===== config.mk =====
export PLATFORM = sky130hd
export DESIGN_NAME = canonical_hex_dump_formatter
export DESIGN_NICKNAME = d
export VERILOG_FILES = /design/src/design/hdf_pkg.sv /design/src/design/hdf_front.sv /design/src/design/hdf_queue.sv /design/src/design/hdf_back.sv /design/src/design/canonical_hex_dump_formatter.sv
export SDC_FILE = /design/constraint.sdc
export NUM_CORES = 1
export LEC_CHECK = 0
export ABC_AREA = 1
export BUFFER_PORTS_ARGS = -buffer_cell sky130_fd_sc_hd__buf_4
export CORE_AREA = 10 10 240 242
export CTS_BUF_LIST = sky130_fd_sc_hd__clkbuf_4 sky130_fd_sc_hd__clkbuf_8
export CTS_CLUSTER_DIAMETER = 60
export DETAILED_ROUTE_END_ITERATION = 10
export DIE_AREA = 0 0 250 252
export PLACE_DENSITY = 0.59
export SLEW_MARGIN = 0
export SYNTH_ARGS = -nofsm -noshare
export SYNTH_HDL_FRONTEND = slang
export SYNTH_SLANG_ARGS = --single-unit
export TNS_END_PERCENT = 5

===== constraint.sdc =====
create_clock -name clock -period 14.4 [get_ports clock]
set_input_delay 2.88 -clock clock [delete_from_list [all_inputs] [get_ports clock]]
set_output_delay 2.88 -clock clock [all_outputs]
set_load 0.05 [all_outputs]

===== src/design/hdf_pkg.sv =====
// hdf_pkg: shared types, codes and character helpers for the hex dump formatter
// used by hdf_front, hdf_queue, hdf_back and canonical_hex_dump_formatter
// no dependencies
package hdf_pkg;

   // operation codes of an input beat
   localparam logic [1:0] OP_DATA     = 2'd0;
   localparam logic [1:0] OP_DATA_END = 2'd1;
   localparam logic [1:0] OP_END      = 2'd2;

   // characters per result
   localparam logic [1:0] CNT_ONE = 2'd1;
   localparam logic [1:0] CNT_TWO = 2'd2;

   // line geometry
   localparam logic [4:0] LINE_BYTES = 5'd16;
   localparam logic [3:0] GAP_COL    = 4'd8;

   // segment lengths of the character sequencer
   localparam logic [5:0] OFS_LEN = 6'd10;   // eight digits and two spaces
   localparam logic [5:0] HEX_LEN = 6'd4;    // gap space, two digits, space
   localparam logic [5:0] END_LEN = 6'd2;    // bar and newline
   localparam logic [5:0] TOT_LEN = 6'd9;    // eight digits and newline

   // ascii codes
   localparam logic [6:0] CH_SPACE = 7'h20;
   localparam logic [6:0] CH_BAR   = 7'h7c;
   localparam logic [6:0] CH_NL    = 7'h0a;
   localparam logic [6:0] CH_DOT   = 7'h2e;
   localparam logic [7:0] PRINT_LO = 8'h20;
   localparam logic [7:0] PRINT_HI = 8'h7e;

   typedef struct packed {
      logic [1:0] operation;
      logic [7:0] data_byte;
   } hdf_req_type;

   typedef struct packed {
      logic [6:0] char_first;
      logic [6:0] char_second;
      logic [1:0] char_count;
      logic       last_of_run;
   } hdf_rsp_type;

   // classified item handed from front to back
   typedef struct packed {
      logic        has_byte;   // item carries a data byte
      logic [7:0]  data;
      logic [3:0]  col;        // column of the byte within its line
      logic        close;      // line is closed by this item
      logic [4:0]  ncol;       // bytes in the line when it closes
      logic        footer;     // dump ends with this item
      logic [31:0] base;       // byte total before this item
   } hdf_desc_type;

   // sequencer segments
   typedef enum logic [2:0] {
      SEG_IDLE,
      SEG_OFS,
      SEG_HEX,
      SEG_PAD,
      SEG_GUT,
      SEG_END,
      SEG_TOT
   } seg_type;

   // lower-case hex digit
   function automatic logic [6:0] hex_char(input logic [3:0] v);
      logic [6:0] c;
      if (v < 4'd10) begin
         c = 7'h30 + {3'b000, v};
      end else begin
         c = 7'h57 + {3'b000, v};
      end
      return c;
   endfunction

   // gutter character of a line byte
   function automatic logic [6:0] gutter_char(input logic [7:0] b);
      logic [6:0] c;
      if (b >= PRINT_LO && b <= PRINT_HI) begin
         c = b[6:0];
      end else begin
         c = CH_DOT;
      end
      return c;
   endfunction

endpackage


===== src/design/hdf_front.sv =====
// hdf_front: accepts input beats, tracks column and byte total, classifies items
// depends on hdf_pkg; feeds hdf_queue
module hdf_front import hdf_pkg::*; (
   input  logic         clock,
   input  logic         reset,
   input  logic         req_valid,
   output logic         req_stall,
   input  hdf_req_type  req_payload,
   input  logic         queue_full,
   output logic         push,
   output hdf_desc_type push_desc
);

   logic [3:0]  column_count_ff, column_count_in;
   logic [31:0] byte_total_ff, byte_total_in;
   logic        has_byte;
   logic        footer;
   logic [4:0]  n_after;
   logic        close;

   // classify the beat
   always_comb begin
      has_byte = (req_payload.operation == OP_DATA) ||
                 (req_payload.operation == OP_DATA_END);
      footer   = (req_payload.operation != OP_DATA);
      n_after  = {1'b0, column_count_ff} + {4'b0000, has_byte};
      close    = (has_byte && n_after == LINE_BYTES) || (footer && n_after != 5'd0);

      push_desc.has_byte = has_byte;
      push_desc.data     = req_payload.data_byte;
      push_desc.col      = column_count_ff;
      push_desc.close    = close;
      push_desc.ncol     = n_after;
      push_desc.footer   = footer;
      push_desc.base     = byte_total_ff;

      req_stall = queue_full;
      push      = req_valid && !queue_full;

      column_count_in = column_count_ff;
      byte_total_in   = byte_total_ff;
      if (push) begin
         column_count_in = (close || footer) ? 4'd0 : n_after[3:0];
         byte_total_in   = footer ? 32'd0 : byte_total_ff + {31'd0, has_byte};
      end
   end

   // counters
   always_ff @(posedge clock) begin
      if (reset) begin
         column_count_ff <= 4'd0;
         byte_total_ff   <= 32'd0;
      end else begin
         column_count_ff <= column_count_in;
         byte_total_ff   <= byte_total_in;
      end
   end

   // an ended dump leaves the counters clear
   a_footer_clears: assert property (@(posedge clock) disable iff (reset)
      push && footer |=> byte_total_ff == 32'd0 && column_count_ff == 4'd0)
      else $error("counters not cleared after end of dump");

endmodule


===== src/design/hdf_queue.sv =====
// hdf_queue: small fifo of classified items between front and back
// depends on hdf_pkg
module hdf_queue import hdf_pkg::*; #(
   parameter int DEPTH = 4
) (
   input  logic         clock,
   input  logic         reset,
   input  logic         push,
   input  hdf_desc_type push_desc,
   output logic         full,
   input  logic         pop,
   output hdf_desc_type head_desc,
   output logic         empty
);

   localparam int PTR_W = (DEPTH > 1) ? $clog2(DEPTH) : 1;
   localparam int CNT_W = $clog2(DEPTH + 1);
   localparam logic [PTR_W-1:0] LAST_PTR = PTR_W'(DEPTH - 1);
   localparam logic [CNT_W-1:0] FULL_CNT = CNT_W'(DEPTH);

   hdf_desc_type     entry_ff [DEPTH];
   logic [PTR_W-1:0] wr_ptr_ff, wr_ptr_in;
   logic [PTR_W-1:0] rd_ptr_ff, rd_ptr_in;
   logic [CNT_W-1:0] count_ff, count_in;

   // pointers and fill level
   always_comb begin
      full      = (count_ff == FULL_CNT);
      empty     = (count_ff == '0);
      head_desc = entry_ff[rd_ptr_ff];
      wr_ptr_in = wr_ptr_ff;
      rd_ptr_in = rd_ptr_ff;
      count_in  = count_ff;
      if (push) begin
         wr_ptr_in = (wr_ptr_ff == LAST_PTR) ? '0 : wr_ptr_ff + 1'b1;
      end
      if (pop) begin
         rd_ptr_in = (rd_ptr_ff == LAST_PTR) ? '0 : rd_ptr_ff + 1'b1;
      end
      if (push && !pop) begin
         count_in = count_ff + 1'b1;
      end else if (pop && !push) begin
         count_in = count_ff - 1'b1;
      end
   end

   always_ff @(posedge clock) begin
      if (reset) begin
         wr_ptr_ff <= '0;
         rd_ptr_ff <= '0;
         count_ff  <= '0;
      end else begin
         wr_ptr_ff <= wr_ptr_in;
         rd_ptr_ff <= rd_ptr_in;
         count_ff  <= count_in;
      end
   end

   // entry storage
   always_ff @(posedge clock) begin
      if (push) begin
         entry_ff[wr_ptr_ff] <= push_desc;
      end
   end

   a_no_overflow: assert property (@(posedge clock) disable iff (reset)
      push |-> !full)
      else $error("queue written while full");

endmodule


===== src/design/hdf_back.sv =====
// hdf_back: character sequencer, line store and output register
// depends on hdf_pkg; takes items from hdf_queue
module hdf_back import hdf_pkg::*; (
   input  logic         clock,
   input  logic         reset,
   input  logic         queue_empty,
   input  hdf_desc_type head_desc,
   output logic         pop,
   output logic         rsp_valid,
   input  logic         rsp_stall,
   output hdf_rsp_type  rsp_payload
);

   typedef struct packed {
      seg_type    seg;
      logic [5:0] idx;
   } pos_type;

   // sequencer state
   seg_type      seg_ff, seg_in;
   logic [5:0]   idx_ff, idx_in;
   hdf_desc_type desc_ff, desc_in;

   // line store
   logic [7:0] line_mem [16];
   logic [7:0] rd0_ff, rd1_ff;

   // output register
   logic       rsp_valid_ff, rsp_valid_in;
   logic [6:0] lit0_ff, lit1_ff, lit0_in, lit1_in;
   logic       gut0_ff, gut1_ff, gut0_in, gut1_in;
   logic [1:0] cnt_ff, cnt_in;
   logic       last_ff, last_in;

   logic        adv;
   logic [4:0]  miss;
   logic [5:0]  pad_len;
   logic [31:0] total;
   pos_type     pos0, pos1, pos2, start;

   // step to the next character position
   function automatic pos_type step_pos(input pos_type p, input hdf_desc_type d,
                                        input logic [5:0] plen);
      pos_type    q;
      logic [5:0] seg_len;
      seg_type    after;
      q       = p;
      seg_len = 6'd1;
      after   = SEG_IDLE;
      case (p.seg)
         SEG_OFS: begin
            seg_len = OFS_LEN;
            after   = SEG_HEX;
         end
         SEG_HEX: begin
            seg_len = HEX_LEN;
            after   = d.close ? SEG_PAD : (d.footer ? SEG_TOT : SEG_IDLE);
         end
         SEG_PAD: begin
            seg_len = plen;
            after   = SEG_GUT;
         end
         SEG_GUT: begin
            seg_len = {1'b0, d.ncol};
            after   = SEG_END;
         end
         SEG_END: begin
            seg_len = END_LEN;
            after   = d.footer ? SEG_TOT : SEG_IDLE;
         end
         SEG_TOT: begin
            seg_len = TOT_LEN;
            after   = SEG_IDLE;
         end
         default: begin
            seg_len = 6'd1;
            after   = SEG_IDLE;
         end
      endcase
      if (p.seg == SEG_IDLE) begin
         q.seg = SEG_IDLE;
         q.idx = 6'd0;
      end else if (p.idx + 6'd1 < seg_len) begin
         q.idx = p.idx + 6'd1;
      end else begin
         q.seg = after;
         q.idx = (after == SEG_HEX && d.col != GAP_COL) ? 6'd1 : 6'd0;
      end
      return q;
   endfunction

   // literal character at a position; gutter bytes come from the store
   function automatic logic [6:0] lit_char(input pos_type p, input hdf_desc_type d,
                                           input logic [5:0] plen,
                                           input logic [31:0] tot);
      logic [6:0] c;
      logic [4:0] sh;
      c  = CH_SPACE;
      sh = {~p.idx[2:0], 2'b00};
      case (p.seg)
         SEG_OFS: begin
            if (p.idx < 6'd8) begin
               c = hex_char(4'(d.base >> sh));
            end
         end
         SEG_HEX: begin
            if (p.idx == 6'd1) begin
               c = hex_char(d.data[7:4]);
            end else if (p.idx == 6'd2) begin
               c = hex_char(d.data[3:0]);
            end
         end
         SEG_PAD: begin
            if (p.idx == plen - 6'd1) begin
               c = CH_BAR;
            end
         end
         SEG_END: begin
            c = (p.idx == 6'd0) ? CH_BAR : CH_NL;
         end
         SEG_TOT: begin
            c = (p.idx < 6'd8) ? hex_char(4'(tot >> sh)) : CH_NL;
         end
         default: begin
            c = CH_SPACE;
         end
      endcase
      return c;
   endfunction

   // sequencer: load an item when idle, else emit up to two characters per beat
   always_comb begin
      adv     = !rsp_valid_ff || !rsp_stall;
      miss    = LINE_BYTES - desc_ff.ncol;
      pad_len = 6'({miss, 1'b0}) + {1'b0, miss} + 6'(desc_ff.ncol <= {1'b0, GAP_COL})
                + 6'd2;
      total   = desc_ff.base + {31'd0, desc_ff.has_byte};

      pos0.seg = seg_ff;
      pos0.idx = idx_ff;
      pos1     = step_pos(pos0, desc_ff, pad_len);
      pos2     = step_pos(pos1, desc_ff, pad_len);

      // first segment of a fresh item
      start.idx = 6'd0;
      if (head_desc.has_byte) begin
         if (head_desc.col == 4'd0) begin
            start.seg = SEG_OFS;
         end else begin
            start.seg = SEG_HEX;
            start.idx = (head_desc.col == GAP_COL) ? 6'd0 : 6'd1;
         end
      end else if (head_desc.close) begin
         start.seg = SEG_PAD;
      end else begin
         start.seg = SEG_TOT;
      end

      pop          = (seg_ff == SEG_IDLE) && !queue_empty;
      seg_in       = seg_ff;
      idx_in       = idx_ff;
      desc_in      = desc_ff;
      rsp_valid_in = rsp_valid_ff;
      lit0_in      = lit0_ff;
      lit1_in      = lit1_ff;
      gut0_in      = gut0_ff;
      gut1_in      = gut1_ff;
      cnt_in       = cnt_ff;
      last_in      = last_ff;

      if (pop) begin
         seg_in  = start.seg;
         idx_in  = start.idx;
         desc_in = head_desc;
      end

      if (adv) begin
         if (seg_ff != SEG_IDLE) begin
            rsp_valid_in = 1'b1;
            lit0_in      = lit_char(pos0, desc_ff, pad_len, total);
            gut0_in      = (pos0.seg == SEG_GUT);
            if (pos1.seg == SEG_IDLE) begin
               lit1_in = 7'd0;
               gut1_in = 1'b0;
               cnt_in  = CNT_ONE;
               last_in = 1'b1;
               seg_in  = SEG_IDLE;
               idx_in  = 6'd0;
            end else begin
               lit1_in = lit_char(pos1, desc_ff, pad_len, total);
               gut1_in = (pos1.seg == SEG_GUT);
               cnt_in  = CNT_TWO;
               last_in = (pos2.seg == SEG_IDLE);
               seg_in  = pos2.seg;
               idx_in  = pos2.idx;
            end
         end else begin
            rsp_valid_in = 1'b0;
         end
      end
   end

   // control registers
   always_ff @(posedge clock) begin
      if (reset) begin
         seg_ff       <= SEG_IDLE;
         idx_ff       <= 6'd0;
         rsp_valid_ff <= 1'b0;
      end else begin
         seg_ff       <= seg_in;
         idx_ff       <= idx_in;
         rsp_valid_ff <= rsp_valid_in;
      end
   end

   // payload registers
   always_ff @(posedge clock) begin
      desc_ff <= desc_in;
      lit0_ff <= lit0_in;
      lit1_ff <= lit1_in;
      gut0_ff <= gut0_in;
      gut1_ff <= gut1_in;
      cnt_ff  <= cnt_in;
      last_ff <= last_in;
   end

   // line store: byte written as its item starts, gutter read two at a time
   always_ff @(posedge clock) begin
      if (pop && head_desc.has_byte) begin
         line_mem[head_desc.col] <= head_desc.data;
      end
      if (adv && seg_ff != SEG_IDLE) begin
         rd0_ff <= line_mem[pos0.idx[3:0]];
         rd1_ff <= line_mem[pos1.idx[3:0]];
      end
   end

   // result beat
   always_comb begin
      rsp_valid               = rsp_valid_ff;
      rsp_payload.char_first  = gut0_ff ? gutter_char(rd0_ff) : lit0_ff;
      rsp_payload.char_second = gut1_ff ? gutter_char(rd1_ff) : lit1_ff;
      rsp_payload.char_count  = cnt_ff;
      rsp_payload.last_of_run = last_ff;
   end

   a_single_is_last: assert property (@(posedge clock) disable iff (reset)
      rsp_valid && rsp_payload.char_count == CNT_ONE |-> rsp_payload.last_of_run)
      else $error("single-character beat not last of run");

   a_single_second_zero: assert property (@(posedge clock) disable iff (reset)
      rsp_valid && rsp_payload.char_count == CNT_ONE |-> rsp_payload.char_second == 7'd0)
      else $error("unused second character not zero");

   a_count_legal: assert property (@(posedge clock) disable iff (reset)
      rsp_valid |-> rsp_payload.char_count == CNT_ONE || rsp_payload.char_count == CNT_TWO)
      else $error("bad character count");

endmodule


===== src/design/canonical_hex_dump_formatter.sv =====
// canonical_hex_dump_formatter: top level, hexdump -C text two characters per beat
// depends on hdf_pkg, hdf_front, hdf_queue, hdf_back
//
//   channel | dir | handshake            | payload
//   req     | in  | req_valid, req_stall | hdf_req_type (operation, data_byte)
//   rsp     | out | rsp_valid, rsp_stall | hdf_rsp_type (two chars, count, last)
//
// the back sequencer loads each item when idle, then emits its result beats, two
// characters per cycle while rsp_stall does not hold it; a mid-line byte yields 2
// beats, a line start 7, a byte that fills a line 12, and a byte that ends the
// dump at column 0 yields 37.
// reset clears the counters, the queue and the sequencer; the line store is not cleared.
// rsp_stall freezes the sequencer; the front keeps taking items until the
// QUEUE_DEPTH-entry queue fills, then raises req_stall.
module canonical_hex_dump_formatter import hdf_pkg::*; #(
   parameter int QUEUE_DEPTH = 4
) (
   input  logic        clock,
   input  logic        reset,
   input  logic        req_valid,
   output logic        req_stall,
   input  hdf_req_type req_payload,
   output logic        rsp_valid,
   input  logic        rsp_stall,
   output hdf_rsp_type rsp_payload
);

   hdf_desc_type push_desc, head_desc;
   logic         push, pop, queue_full, queue_empty;

   // front: accept and classify
   hdf_front u_front (
      .clock       (clock),
      .reset       (reset),
      .req_valid   (req_valid),
      .req_stall   (req_stall),
      .req_payload (req_payload),
      .queue_full  (queue_full),
      .push        (push),
      .push_desc   (push_desc)
   );

   // queue between front and back
   hdf_queue #(
      .DEPTH (QUEUE_DEPTH)
   ) u_queue (
      .clock     (clock),
      .reset     (reset),
      .push      (push),
      .push_desc (push_desc),
      .full      (queue_full),
      .pop       (pop),
      .head_desc (head_desc),
      .empty     (queue_empty)
   );

   // back: character sequencer
   hdf_back u_back (
      .clock       (clock),
      .reset       (reset),
      .queue_empty (queue_empty),
      .head_desc   (head_desc),
      .pop         (pop),
      .rsp_valid   (rsp_valid),
      .rsp_stall   (rsp_stall),
      .rsp_payload (rsp_payload)
   );

endmodule


**Word-level counts from Yosys, hierarchy flattened**

Memory sizes are Yosys's and may differ from the RTL's. A register that Yosys moved wholly into a read port is not among the register bits.
Index checks and enable logic that the tools add are counted.

- Bits in writable memories: 336
- Word-level logic and storage cells: 198
- Output and inout bits: 19
- Register bits: 124
- Input bits: 14
- Memories: 2

- Add/sub/neg operators: 26
- Equality and inequality tests: 27
- Bitwise logic cells: 2
- $lt $le $gt $ge: 15
- Reduce and logical (&&, ||, !) cells: 35
- Mux-type cells: 66
- Shifts and indexed selects: 4

Memory list:

| name | words | bits a word | read ports | clocked after Yosys merged registers in | write ports | RTL line | RTL |
|---|---|---|---|---|---|---|---|
| u_queue.entry_ff | 4 | 52 | 1 | 1 | 1 | hdf_queue.sv:21 | `hdf_desc_type entry_ff [DEPTH];` |
| u_back.line_mem | 16 | 8 | 2 | 2 | 1 | hdf_back.sv:25 | `logic [7:0] line_mem [16];` |

Operators with widths:

| kind | number |
|---|---|
| $mux 7 | 22 |
| $shr 32x5->4 | 4 |
| $pmux 6 s6 | 2 |
| $pmux 7 s5 | 2 |
| $add 32x1->32 | 2 |
| $mux 6 | 8 |
| $add 6x4->7 const A | 6 |
| $add 7x4->7 const A | 6 |
| $mux 3 | 12 |
| $mux 32 | 1 |
| $pmux 3 s5 | 2 |
| $lt 4x4->1 const B | 6 |
| $eq 3x3->1 const B | 7 |
| $eq 3x2->1 const B | 6 |
| $mux 9 | 2 |
| $ge 8x6->1 const B | 2 |
| $le 8x7->1 const B | 2 |
| $add 6x1->6 const B | 2 |
| $eq 6x1->1 const B | 2 |
| $eq 6x2->1 const B | 2 |
| $eq 6x6->1 | 2 |
| $logic_and 1x1->1 | 12 |
| $logic_not 3->1 | 4 |
| $logic_not 6->1 | 2 |
| 30 further kinds | 57 |

**Longest topological paths before layout**

Gate-level depths: netlist of run 1.

- Depth in word-level cells: 18
- Depth in mapped cells: 37
- Mapped depth without buffers: 35

**By module**

From an unflattened synthesis of run 1, not the netlist that was laid out.

- Cells, all modules: 2575
- Area, all modules: 24320.8 µm²

Modules (own cells, without submodules):

| module | area each (µm²) | times used | cells an instance | seq. area each (µm²) |
|---|---|---|---|---|
| hdf_back | 13984.7 | 1 | 1680 | 6656.4 |
| hdf_queue | 8144.1 | 1 | 561 | 6426.2 |
| hdf_front | 2192.1 | 1 | 334 | 720.7 |

**Least setup slack after synthesis of run 1**

No wires, ideal clock.

- Path kind: input to register
- Start point: input req_valid
- End point: memory u_queue.entry_ff[0][0] (netlist bit), enable pin
- Buffers on the path: 1
- Stages on the path: 5
- Library setup time: 0.462 ns
- Arrival: 5.509 ns
- Required time: 13.938 ns
- Path slack: 8.429 ns
- Path through: inv_1 nor2_2 inv_2 clkbuf_1 nor2_1

- Longest elaborated chain between the ends: 3

Ends and longest elaborated chain:

| item | RTL line | RTL |
|---|---|---|
| start: declaration | canonical_hex_dump_formatter.sv:20 | `input logic req_valid,` |
| $logic_and 1x1->1 | hdf_front.sv:38 | `push = req_valid && !queue_full;` |
| $mux 1 | hdf_queue.sv:61 | `if (push) begin` |
| $mux 1 (implied by the code) | hdf_queue.sv:62 | `entry_ff[wr_ptr_ff] <= push_desc;` |
| end: declaration | hdf_queue.sv:21 |  |

Every way passes these cells.

**Worst setup path after layout of run 1**

- Start point: register u_back.desc_ff[33] (netlist bit)
- End point: register u_back.last_ff (data pin)

- Longest elaborated chain between the ends: 14
- Elaborated cells on any way between the ends: 24
- Classes of those cells: add/sub: 5; order compare: 3; eq/ne: 6; mux: 8; reduce/logical: 2

Ends and longest elaborated chain:

| item | RTL line | RTL |
|---|---|---|
| start: declaration | hdf_back.sv:22 | `hdf_desc_type desc_ff, desc_in;` |
| start signal: assignment | hdf_back.sv:218 | `desc_ff <= desc_in;` |
| branches (longest 14 deep; another with $add 6x5->6) | - |  |
| end signal: assignment | hdf_back.sv:224 | `last_ff <= last_in;` |
| end: declaration | hdf_back.sv:33 | `logic last_ff, last_in;` |

Several ways; the timed one is not identified.
A chain may end at the register's enable or synchronous reset.

==> results.cfg, run 1 <==
[critical_path]
crit_type = register to register
critical_path_arrival_ns = 7.95
path_max_fanout = 68
cpMostUsedCell = ha_1
required_ns = 14.81
max_stage_delay_ns = 1.16
crit_path_end_kind = register
cpMaxStageDelayCell = inv_2
worstSetupStartpointType = register

[sta]
drv_slew = 0
hold_viol = 0
hold_ws_ns = 0.507
fmax_mhz = 133
worstMarginPinSlew_ns = 1.28
max_slew_margin_pct = 14.7
rsz0062_at_grt = false
fin_crit_ns = 7.54
final-setup-viol-count = 0
clock_skew_ns = 0.0443
finalCritPeriodShare_pct = 52.4
finalSetupTns_ns = 0

[global_routing]
grt_pass1_vias = 17182
grt_usage_pct = 20.8
grt_first_pass_wirelength_um = 103000
grt_overflow = 0
grt_max_degree = 108
antenna_found_initial = 0

[floorplan]
num_rows = 84
top_level_ports = 33
coreArea_sq_um = 52400
die_h_um = 252
die_area_sq_um = 63000
start_util_pct = 44.9
die_w_um = 250

[cells_and_area]
nFillCells = 4816
drive_above_1_share_pct = 11.5
nNetsFinal = 2442
diodes = 0
areaGrowthSynthToFinish_pct = 10.8

[clocking]
clkLatencyLatePin_ns = 0.68
clock-root-buffer = clkbuf_8
post_cts_resize_count = 0
cts_made_buffers = 81
cts_tree = done
postCtsSetupBuffers = 0
cts_hold_buf = 0
cts.sinks = 478
ctsLongestPathBuffers = 3
clk_pin_slew_worst_paths_ns = 0.06
h-tree-depth = 3

[logic_synthesis]
ys_types = 61
synth-compound-area-share_pct = 16.1
synth-edff-count = 423
synth_seq_cells = 478
synthesis.area_sq_um = 23500
synth_fp_nets = 2410
synth_flop_cell = edfxtp_1
yosys_warnings = 0
async_flop_share_pct = 0
yosys.area_share.adder_pct = 2.62
synth_top_family_by_area = compound AO/OA/AOI/OAI gates
yosysSeqAreaShare_pct = 58.7
avgSynthCellArea_sq_um = 10.0
syn_inst = 2348
synth_mux_area_share_pct = 0.0425
yosys.area_share.simple_pct = 14.4
synth-xor-area-share_pct = 2.20

[placed_design]
port_buffers = 32
hpwl_um = 45300
gp_congestion = 0.939

[detailed_routing]
drt_iter0_drc = 1501
drtAntennaViolNets = 0
post_drt_wl_per_cell_um = 21.5
drc = 0
first_pass_iters = 6
routed_via_density = 5.74
vias = 17984
drt-total-wl_um = 67400

[hold_path]
hold_class = register to register

[status]
status = completed

[run]
drv_cap = 0
-- flip-flops by register name, indices dropped and copies added (netlist names), named ones only --
name,count
u_back.rd1_ff,8
u_queue.entry_ff,208
u_back.last_ff,1
u_back.rd0_ff,8
u_back.rsp_valid,1
u_back.idx_ff,6
u_front.byte_total_ff,32
u_front.column_count_ff,4
u_back.lit1_ff,7
u_back.gut1_ff,1
u_back.line_mem,128
u_back.gut0_ff,1
u_queue.count_ff,3
u_back.seg_ff,3
u_back.desc_ff,52
u_queue.rd_ptr_ff,2
u_back.lit0_ff,7
u_back.cnt_ff,2
u_queue.wr_ptr_ff,2
-- through the flow --
stage	worst slack [ns]	utilization, %	area [sq um]	cells
floorplan	8.43	-	23500	2348
CTS	6.91	49.7	26100	3135
detailed placement	6.92	46.5	24400	2985
global placement	6.99	46.5	24400	2985
global route	6.26	49.7	26100	3135
finish	6.86	49.7	26100	3135
-- cells by family (layout without fill, tap and decap cells) --
logic type               count (synthesis)  count (layout)
adder cells (fa/ha/maj)                 48              48
AND/OR/NAND/NOR                        764             764
XOR/XNOR                                59              59
buffers and inverters                  350             449
flip-flops                             478             478
multiplexers                             1               1
AO/OA/AOI/OAI                          648             648
-- area by class of cell --
cell class,count,area [sq um],share of cell area (%)
multi-input combinational,1520,8370,32.1
inverter,238,893,3.43
clock inverter,33,265,1.02
sequential,478,13800,52.9
timing repair buffer,61,458,1.76
clock buffer,117,1420,5.45
tap,688,861,3.30
-- final timing paths --
check                                                  startpoint                            to  slack, ns  depth (start not counted)
worst max register to register       u_back.desc_ff[33]$_DFFE_PP_  u_back.last_ff$_SDFFCE_PP1P_       6.86                         30
worst max-delay path                 u_back.desc_ff[33]$_DFFE_PP_  u_back.last_ff$_SDFFCE_PP1P_       6.86                         30
worst min register to register  u_queue.rd_ptr_ff[1]$_SDFFE_PP0P_                      register       0.51                          2
worst min-delay path            u_queue.rd_ptr_ff[1]$_SDFFE_PP0P_                      register       0.51                          2
-- metal layers --
layer | up-vias | share of wire (%) | global-route usage (%)
met5 | - | 0 | 0
met4 | 0 | 2.7 | 7.49
met3 | 131 | 6.3 | 3.39
met2 | 653 | 47 | 33.4
met1 | 8722 | 44 | 27.9
li1 | 8478 | - | -
-- Yosys cell counts (36+ instances only) --
cell | number | area [sq um]
edfxtp_1 | 423 | 12700
o21ai_0 | 303 | 1520
nand2_1 | 269 | 1010
nor2_1 | 262 | 983
inv_1 | 217 | 815
a21oi_1 | 126 | 631
nand3_1 | 111 | 556
clkbuf_1 | 78 | 293
o22ai_1 | 68 | 425
dfxtp_1 | 55 | 1100
xor2_1 | 50 | 438
ha_1 | 46 | 576
o211ai_1 | 43 | 323
nor3_1 | 36 | 180
-- cell usage in the layout, fill, tap and decap left out, types with 7 or more instances in the layout --
cell      count
o21ai_1       9
ha_1         46
nor2_4       10
o22ai_1      66
clkbuf_8     87
nand3_1     111
nor2_1      256
nand4_1      20
dfxtp_1      53
inv_2        18
xnor2_1       9
o21ai_0     303
a221oi_1     30
a221o_1       8
nand2_1     269
inv_1       215
a31oi_1       7
a32oi_1       7
clkinv_1     19
nand3b_1      7
clkbuf_4     30
a22oi_1      16
nor3_1       36
clkinv_2      9
edfxtp_1    423
nand2_2      13
nor4_1        9
a21oi_1     126
nor2_2       12
xor2_1       50
buf_4        61
o211ai_1     43
-- critical path: cells and delay by family, from the launching register on --
family / cells / cell delay, ns
adder cells (fa/ha/maj): 6 / 1.99
buffers and inverters: 5 / 1.58
AND/OR/NAND/NOR: 12 / 1.52
AO/OA/AOI/OAI: 4 / 1.05
XOR/XNOR: 3 / 0.66
flip-flops: 1 / 0.42
Power of run 1 is not shown: default switching activity piles up to over one toggle a cycle in this logic, so the estimate is an artifact.
==> run 2, diff against run 1 <==
clock period = 7.8 ns   (was 14.4 ns; I/O delays follow)
==> run 2 against run 1 <==
  * Largest cell class unchanged
  * Cell area barely moved
  * Die area did not move
  * Global-route usage rose by 0.080 points
  * Final cell count barely moved
  * Non-clock buffer count rose by 4
==> results.cfg, run 2 (synthesized netlist as in run 1, its figures left out) <==
[critical_path]
worstSetupStartpointType = register
critical_path_arrival_ns = 7.03
crit_type = register to register
path_max_fanout = 36
crit_path_end_kind = register
required_ns = 8.23
regToRegSetupSlack_ns = 1.20
cpMaxStageDelayCell = nand2_2
max_stage_delay_ns = 0.54

[clocking]
postCtsSetupBuffers = 0
h-tree-depth = 3
post_cts_resize_count = 0
clock-root-buffer = clkbuf_8
cts_hold_buf = 0
cts.sinks = 478
clkLatencyLatePin_ns = 0.68
cts_made_buffers = 82
clk_pin_slew_worst_paths_ns = 0.07
cts_tree = done
ctsLongestPathBuffers = 3

[sta]
drv_slew = 0
fmax_mhz = 152
hold_ws_ns = 0.493
finalCritPeriodShare_pct = 84.6
final-setup-viol-count = 0
finalSetupTns_ns = 0
worstMarginPinSlew_ns = 1.18
max_slew_margin_pct = 20.8
rsz0062_at_grt = false
fin_ws_ns = 1.20
hold_viol = 0
clock_skew_ns = 0.0291
fin_crit_ns = 6.60

[detailed_routing]
first_pass_iters = 5
drtAntennaViolNets = 0
drc = 0
post_drt_wl_per_cell_um = 21.4
routed_via_density = 5.73
drt_iter0_drc = 1687
vias = 17984
drt-total-wl_um = 67200

[cells_and_area]
largest_reg_flops = 208
nFillCells = 4792
reg_top3 = u_queue.entry_ff x208, u_back.line_mem x128, u_back.desc_ff x52
final_common_cell = edfxtp_1
stdcell_area_sq_um = 26100
nNetsFinal = 2447
multi_input_area_sq_um = 8370
seq_area_sq_um = 13800
layout_common_cells = edfxtp_1, o21ai_0, nand2_1, nor2_1, inv_1
diodes = 0
top_register = u_queue.entry_ff
areaGrowthSynthToFinish_pct = 10.8
drive_above_1_share_pct = 11.6

[global_routing]
grt_max_degree = 105
grt_usage_pct = 20.8
grt_overflow = 0
antenna_found_initial = 1
grt_first_pass_wirelength_um = 102000
grt_pass1_vias = 17260

[floorplan]
num_rows = 84
coreArea_sq_um = 52400
start_util_pct = 44.9
die_h_um = 252
die_w_um = 250
die_area_sq_um = 63000
top_level_ports = 33

[placed_design]
hpwl_um = 45100
port_buffers = 32
gp_congestion = 0.929
place_ws_ns = 1.29
dpl-instance-area_sq_um = 24400

[run]
drv_cap = 0

[status]
status = completed

[hold_path]
hold_class = register to register
==> run 2: per-stage QoR <==
step | utilization (%) | std cells
3_3_place_gp | 46.6 | 2989
3_5_place_dp | 46.6 | 2989
6_report | 49.7 | 3137
2_1_floorplan | - | 2348
5_1_grt | 49.7 | 3137
4_1_cts | 49.7 | 3137
==> run 2: layout make-up <==
cell class	count	area share [%]
Timing Repair Buffer	65	1.87
Clock buffer	117	5.46
Sequential cell	478	52.9
Inverter	238	3.43
Multi-Input combinational cell	1520	32.1
Clock inverter	31	0.888
Tap cell	688	3.30
==> run 2: path summary, 6_finish.rpt <==
path                                      endpoint  depth (start not counted)                              from
setup / recovery      u_back.last_ff$_SDFFCE_PP1P_                         29      u_back.desc_ff[33]$_DFFE_PP_
hold / removal    u_queue.count_ff[2]$_SDFFE_PP0P_                          2  u_queue.count_ff[2]$_SDFFE_PP0P_
setup reg to reg      u_back.last_ff$_SDFFCE_PP1P_                         29      u_back.desc_ff[33]$_DFFE_PP_
hold reg to reg   u_queue.count_ff[2]$_SDFFE_PP0P_                          2  u_queue.count_ff[2]$_SDFFE_PP0P_
==> run 2: critical path: cells and delay by family (launching register included) <==
kind | cells | cell delay, ns
flops | 1 | 0.43
simple gates | 13 | 1.75
fa+ha+maj | 5 | 1.67
xor+xnor | 3 | 0.77
buf+inv | 4 | 0.63
compound gates | 4 | 1.12
==> run 2: metal layers <==
| layer | wire length (um) | track usage (%) |
|---|---|---|
| met3 | 4890 | 4.22 |
| met2 | 31500 | 33.7 |
| met1 | 28700 | 27.0 |
| met5 | 0 | 0 |
| met4 | 2180 | 8.54 |
Power of run 2 is left out for the same reason.
